### src/design/tsms_pkg.sv
// tsms_pkg: shared codes and control types for the tuple store
// no dependencies
package tsms_pkg;

  localparam logic [1:0] CMD_INSERT = 2'd0;
  localparam logic [1:0] CMD_TAKE   = 2'd1;
  localparam logic [1:0] CMD_READ   = 2'd2;
  localparam logic [1:0] CMD_UNDEF  = 2'd3;

  localparam logic [1:0] ST_INSERTED  = 2'd0;
  localparam logic [1:0] ST_FOUND     = 2'd1;
  localparam logic [1:0] ST_NOT_FOUND = 2'd2;
  localparam logic [1:0] ST_FULL      = 2'd3;

  // control broadcast to every cell
  typedef struct packed {
    logic ins;    // write the request into the cell at the fill position
    logic scan;   // advance the match bus one cell toward the head
    logic shift;  // close the gap left by a take
  } cell_ctrl_t;

endpackage

### src/design/tsms_cell.sv
// tsms_cell: one stored tuple, its match logic and one stage of the match bus
// depends on tsms_pkg
module tsms_cell #(
  parameter int MAXF  = 8,
  parameter int IDW   = 64,
  parameter int CW    = 5
) (
  input  logic                   clk,
  input  tsms_pkg::cell_ctrl_t   ctrl,
  input  logic [CW-1:0]          pos,
  input  logic [CW-1:0]          count,
  input  logic [CW-1:0]          sel_pos,
  // request
  input  logic [IDW-1:0]         req_id,
  input  logic [3:0]             req_size,
  input  logic [MAXF*2-1:0]      req_types,
  input  logic [MAXF-1:0]        req_act,
  input  logic [MAXF*32-1:0]     req_values,
  // neighbor behind (younger)
  input  logic [IDW-1:0]         nb_id,
  input  logic [3:0]             nb_size,
  input  logic [MAXF*2-1:0]      nb_types,
  input  logic [MAXF*32-1:0]     nb_values,
  output logic [IDW-1:0]         own_id,
  output logic [3:0]             own_size,
  output logic [MAXF*2-1:0]      own_types,
  output logic [MAXF*32-1:0]     own_values,
  // match bus, flows toward cell 0
  input  logic                   bin_v,
  input  logic [3:0]             bin_size,
  input  logic [MAXF*2-1:0]      bin_types,
  input  logic [MAXF*32-1:0]     bin_values,
  input  logic [CW-1:0]          bin_pos,
  output logic                   bout_v,
  output logic [3:0]             bout_size,
  output logic [MAXF*2-1:0]      bout_types,
  output logic [MAXF*32-1:0]     bout_values,
  output logic [CW-1:0]          bout_pos
);

  logic [IDW-1:0]     id_r;
  logic [3:0]         size_r;
  logic [MAXF*2-1:0]  types_r;
  logic [MAXF*32-1:0] values_r;
  logic               bv_r;
  logic [3:0]         bsize_r;
  logic [MAXF*2-1:0]  btypes_r;
  logic [MAXF*32-1:0] bvalues_r;
  logic [CW-1:0]      bpos_r;
  logic               hit;
  logic               fields_ok;
  logic               ins_en;
  logic               shift_en;
  logic [CW:0]        last_pos;

  always_comb begin
    fields_ok = 1'b1;
    for (int i = 0; i < MAXF; i++) begin
      if (i < int'(size_r)) begin
        if (types_r[i*2 +: 2] != req_types[i*2 +: 2]) fields_ok = 1'b0;
        else if (req_act[i] && values_r[i*32 +: 32] != req_values[i*32 +: 32])
          fields_ok = 1'b0;
      end
    end
  end

  assign hit = (pos < count) && (id_r == req_id) && (size_r == req_size) && fields_ok;
  assign ins_en = ctrl.ins && (pos == count);
  assign last_pos = {1'b0, count} - {{CW{1'b0}}, 1'b1};
  assign shift_en = ctrl.shift && (pos >= sel_pos) && ({1'b0, pos} < last_pos);

  always_ff @(posedge clk) begin
    if (ins_en) begin
      id_r     <= req_id;
      size_r   <= req_size;
      types_r  <= req_types;
      values_r <= req_values;
    end else if (shift_en) begin
      id_r     <= nb_id;
      size_r   <= nb_size;
      types_r  <= nb_types;
      values_r <= nb_values;
    end
    if (ctrl.scan) begin
      if (hit) begin
        bv_r      <= 1'b1;
        bsize_r   <= size_r;
        btypes_r  <= types_r;
        bvalues_r <= values_r;
        bpos_r    <= pos;
      end else begin
        bv_r      <= bin_v;
        bsize_r   <= bin_size;
        btypes_r  <= bin_types;
        bvalues_r <= bin_values;
        bpos_r    <= bin_pos;
      end
    end
  end

  assign own_id      = id_r;
  assign own_size    = size_r;
  assign own_types   = types_r;
  assign own_values  = values_r;
  assign bout_v      = bv_r;
  assign bout_size   = bsize_r;
  assign bout_types  = btypes_r;
  assign bout_values = bvalues_r;
  assign bout_pos    = bpos_r;

endmodule

### config.mk
export PLATFORM = sky130hd
export DESIGN_NAME = tsms_cell
export DESIGN_NICKNAME = d
export VERILOG_FILES = /design/src/design/tsms_pkg.sv /design/src/design/tsms_cell.sv
export SDC_FILE = /design/constraint.sdc
export NUM_CORES = 1
export LEC_CHECK = 0
export ABC_CLOCK_PERIOD_IN_PS = 35400
export BUFFER_PORTS_ARGS = -buffer_cell sky130_fd_sc_hd__buf_4
export CAP_MARGIN = 40
export CORE_AREA = 10 10 625 627
export DETAILED_ROUTE_END_ITERATION = 16
export DIE_AREA = 0 0 635 637
export PLACE_DENSITY = 0.3
export SYNTH_ARGS = -nofsm -noshare
export SYNTH_HDL_FRONTEND = slang
export SYNTH_SLANG_ARGS = --single-unit
### constraint.sdc
create_clock -name clk -period 35.4 [get_ports clk]
set_input_delay 3.54 -clock clk [delete_from_list [all_inputs] [get_ports clk]]
set_output_delay 3.54 -clock clk [all_outputs]
set_load 0.01 [all_outputs]
==> qor.txt <==
Max FO, Critical Path: 35
Fraction of registers with async set/reset: 0
Adder-Cell Fraction of Synth Area: 0.006421
HP Start: own_values[252]$_DFFE_PP_
Gpl congestion: 0.8359
CTS max path bufs: 4
Port Buf Inserts: 1,610
GR Util All Layers: 0.1478
Sw Pwr: 0.7758 mW
Vias in the first global route: 26,821
Most common cell in the netlist: edfxtp_1
Num ports: 1,611
TritonCTS clock tree: built
Average vias per placed instance: 2.961
Post-CTS sizing: 0
Combinational share of power: 0.188
DR iter-0 viols: 1,929
Max-cap violations: 0
Clock Skew: 65.05 ps
Initial core utilization: 0.08253
Routed len/inst: 36.21 um
Total CTS buffers: 101
First-pass GRT wire length: 380,200 um
XOR/XNOR share of the synthesized area: 0.09130
Fin crit period: 8108 ps
Final antenna-violating net count: 0
Synth unique cells: 41
Cell row count: 226
Crit path kind: in -> reg
Register area share after synthesis: 0.5991
Reg2reg setup slack: 29,540 ps
Htree depth: 3
Hold endpoint: bout_values[252]$_DFFE_PP_
Clock transition at the registers of the reported paths: 60 ps
Required @ worst endpoint: 35,990 ps
Status: completed
Relative slew slack: 0.2524
Post-route DRC violation count: 0
Net count after synthesis: 2,881
Setup TNS: 0 ps
Post-CTS Setup Inserts: 0
Clock group share of total power: 0.404
Crit start category: input pin
GRT overflow: 0
HP Class: reg -> reg
Cts hold-fix bufs: 0
Syn-to-layout area delta: 69.45%
CTS Sinks: 622
Synth Flop Type: edfxtp_1
Slowest CP cell: nor4_1
RSZ-0062 raised after global routing: no
Main combinational cell family by area after synthesis: multiplexers
Area contributors post-synth: edfxtp_1 60%, mux2_2 15%, mux2_4 9.6%, xor2_1 6.6%, xnor2_1 2.5%
Mean Syn Cell Area: 16.62 um^2
Post-Synth Simple-Gate Area: 0.02785
Max Slew Vio Count: 0
Die ar.: 0.4045 mm^2
Hold Path Depth: 1
EDFF count, synth: 622
Yosys warns: 0
Overall die width: 635 um
Crit-path max cell delay: 690 ps
R2R depth: 12
Drt first pass iters: 4
Buf/Inv on CP: 5
Worst setup EP type: register
Fin. Hold Viols: 0
Synth Instances: 1,876
Post-synthesis mux area share: 0.2454
Layout cells sized above 1: 0.6615
Cell Chain, Critical Path: buf_4 -> xor2_1 -> nor4_1 -> nand4_1 -> o21ai_1 -> nand3_1 -> nor4_1 -> o31ai_4 -> buf_16 -> buf_4 -> buf_4 -> buf_4 -> mux2_4
Count of final setup violators: 0
Dpl ws: 26,160 ps
Max layer used: met5
Sw Share: 0.3163
Post-route clock period utilization: 0.2290
Met1 WL: 115,900 um
Met2 WL: 160,300 um
Detailed-route wire length: 314,900 um
Most used cell, CP: buf_4
Seq cells post-synth: 622
Synth top area share: 0.5991
Routed wl met3: 33,070 um
CTS root buffer: clkbuf_16
Power Density: 46.42 mW/mm^2
Slew @ Worst Pin: 1121 ps
Clk Latency, worst-skew pair: 840 ps
Initial antenna violation count: 231
Area leader, netlist: edfxtp_1
CORE AREA: 0.3778 mm^2
Arr. time, crit path: 8700 ps
Compound-Gate Fraction of Synth Area: 0.01216
DP HPWL: 278,100 um
Worst VDD drop: 0.00003287 V
CP delay by family, top: simple AND/OR/NAND/NOR gates
Fmax: 123.3 MHz
Final nets: 4,569
FF-to-FF Start: own_values[28]$_DFFE_PP_
Cell-internal power: 1.677 mW
Final WS setup: 27,290 ps
Crit Reg-Reg Endpoint: bout_values[144]$_DFFE_PP_
Die Y: 637 um
DR vias: 25,755
Static Leakage: 20.80 nW
Post-Synthesis Cell Area: 0.03118 mm^2
Final Power: 2.452 mW
Flop pwr share: 0.409
Largest net degree at the start of global routing: 112
Leading cell types by count after synthesis: 622 x edfxtp_1, 414 x mux2_2, 236 x xor2_1
==> through the flow <==
stage / util / hold WS [ps] / area, um^2 / instances
after floorplan: - / 668.1 / 31180 / 1876
after global placement: 0.1309 / 626.8 / 49450 / 8462
after detailed placement: 0.1315 / 630.8 / 49670 / 8476
after CTS: 0.1396 / 646.5 / 52720 / 8658
after global routing: 0.1396 / 664.8 / 52740 / 8661
final: 0.1399 / 647.5 / 52830 / 8697
==> area by class of cell <==
cell class                      count  area (um^2)
Fill cell                       42681       324900
Sequential cell                   622        18680
Timing Repair Buffer             1657        12610
Multi-Input combinational cell   1153        12010
Tap cell                         5016         6276
Clock buffer                      123         2610
Clock inverter                     59        446.7
Inverter                           29        108.9
Antenna cell                       38        95.09
==> worst register-to-register path, delay by kind of cell, from the launching register on <==
kind | cells | cell delay, ps
flip-flops | 1 | 580
XOR/XNOR | 1 | 220
AO/OA/AOI/OAI | 2 | 500
buffers and inverters | 4 | 1530
AND/OR/NAND/NOR | 4 | 2330
multiplexers | 1 | 440
==> registers in the layout, summed over array words and instances, names as in the netlist <==
register     cells
bout_values    256
own_values     256
own_id          64
bout_types      16
own_types       16
bout_pos         5
bout_size        4
own_size         4
bout_v           1
==> routing by layer <==
metal,track usage,up-vias
li1,-,10694
met1,0.1585,13046
met2,0.2697,1414
met3,0.07141,477
met4,0.01712,124
met5,0,-
==> layout by cell type (no fill, tap or decap), types with 4 or more instances in the layout <==
cell type  netlist  routed
nor4_1          64      60
o21ai_0         14      12
xnor2_1         89      89
nand2b_1         4       4
edfxtp_1       622     622
clkbuf_16        0     101
o22ai_1          5       5
bufinv_16        0       5
mux2_4         199     199
xor2_1         236     236
clkinv_1         0      33
clkinv_2         0       9
diode_2          0      38
nand3_1          5       5
buf_4            0    1641
buf_12           0       4
clkinv_4         0       4
a221oi_1         4       4
buf_8            0       5
ha_1            16      16
nor2_1           5       5
nor2b_1          5       4
o21ai_1          3       5
nand4_1         39      39
a21oi_1          7       7
inv_1           29      29
nor4_2           0       4
mux2_2         414     414
o2bb2ai_1        5       5
clkbuf_1        39      22
nand2_1         10      10
buf_16           0       4
==> worst max-delay path by stage <==
stage	end	from	cells past startpoint
floorplan	own_id[0]$_DFFE_PP_	count[0]	10
global placement	bout_values[209]$_DFFE_PP_	req_values[93]	12
detailed placement	bout_values[213]$_DFFE_PP_	req_values[18]	13
CTS	bout_values[128]$_DFFE_PP_	req_values[18]	13
global route	bout_values[141]$_DFFE_PP_	req_values[18]	13
finish	bout_values[144]$_DFFE_PP_	req_values[25]	13
==> power groups by stage <==
stage	clock network (mW)	registers [mW]	logic (mW)
2_1_floorplan	0	1.01	0.104
3_3_place_gp	0	1.02	0.474
3_5_place_dp	0	1.02	0.475
4_1_cts	1.04	1.01	0.477
5_1_grt	1.06	1.01	0.491
6_report	0.990	1.00	0.460
==> kinds of logic after synthesis <==
family,Yosys count
DFF,622
muxes,613
xor gates and xnor gates,325
and+or+nand+nor,143
buffers and inverters,101
AOI/OAI and AO/OA,56
adders and majority gates,16
Power figures use the tool's default switching activity.
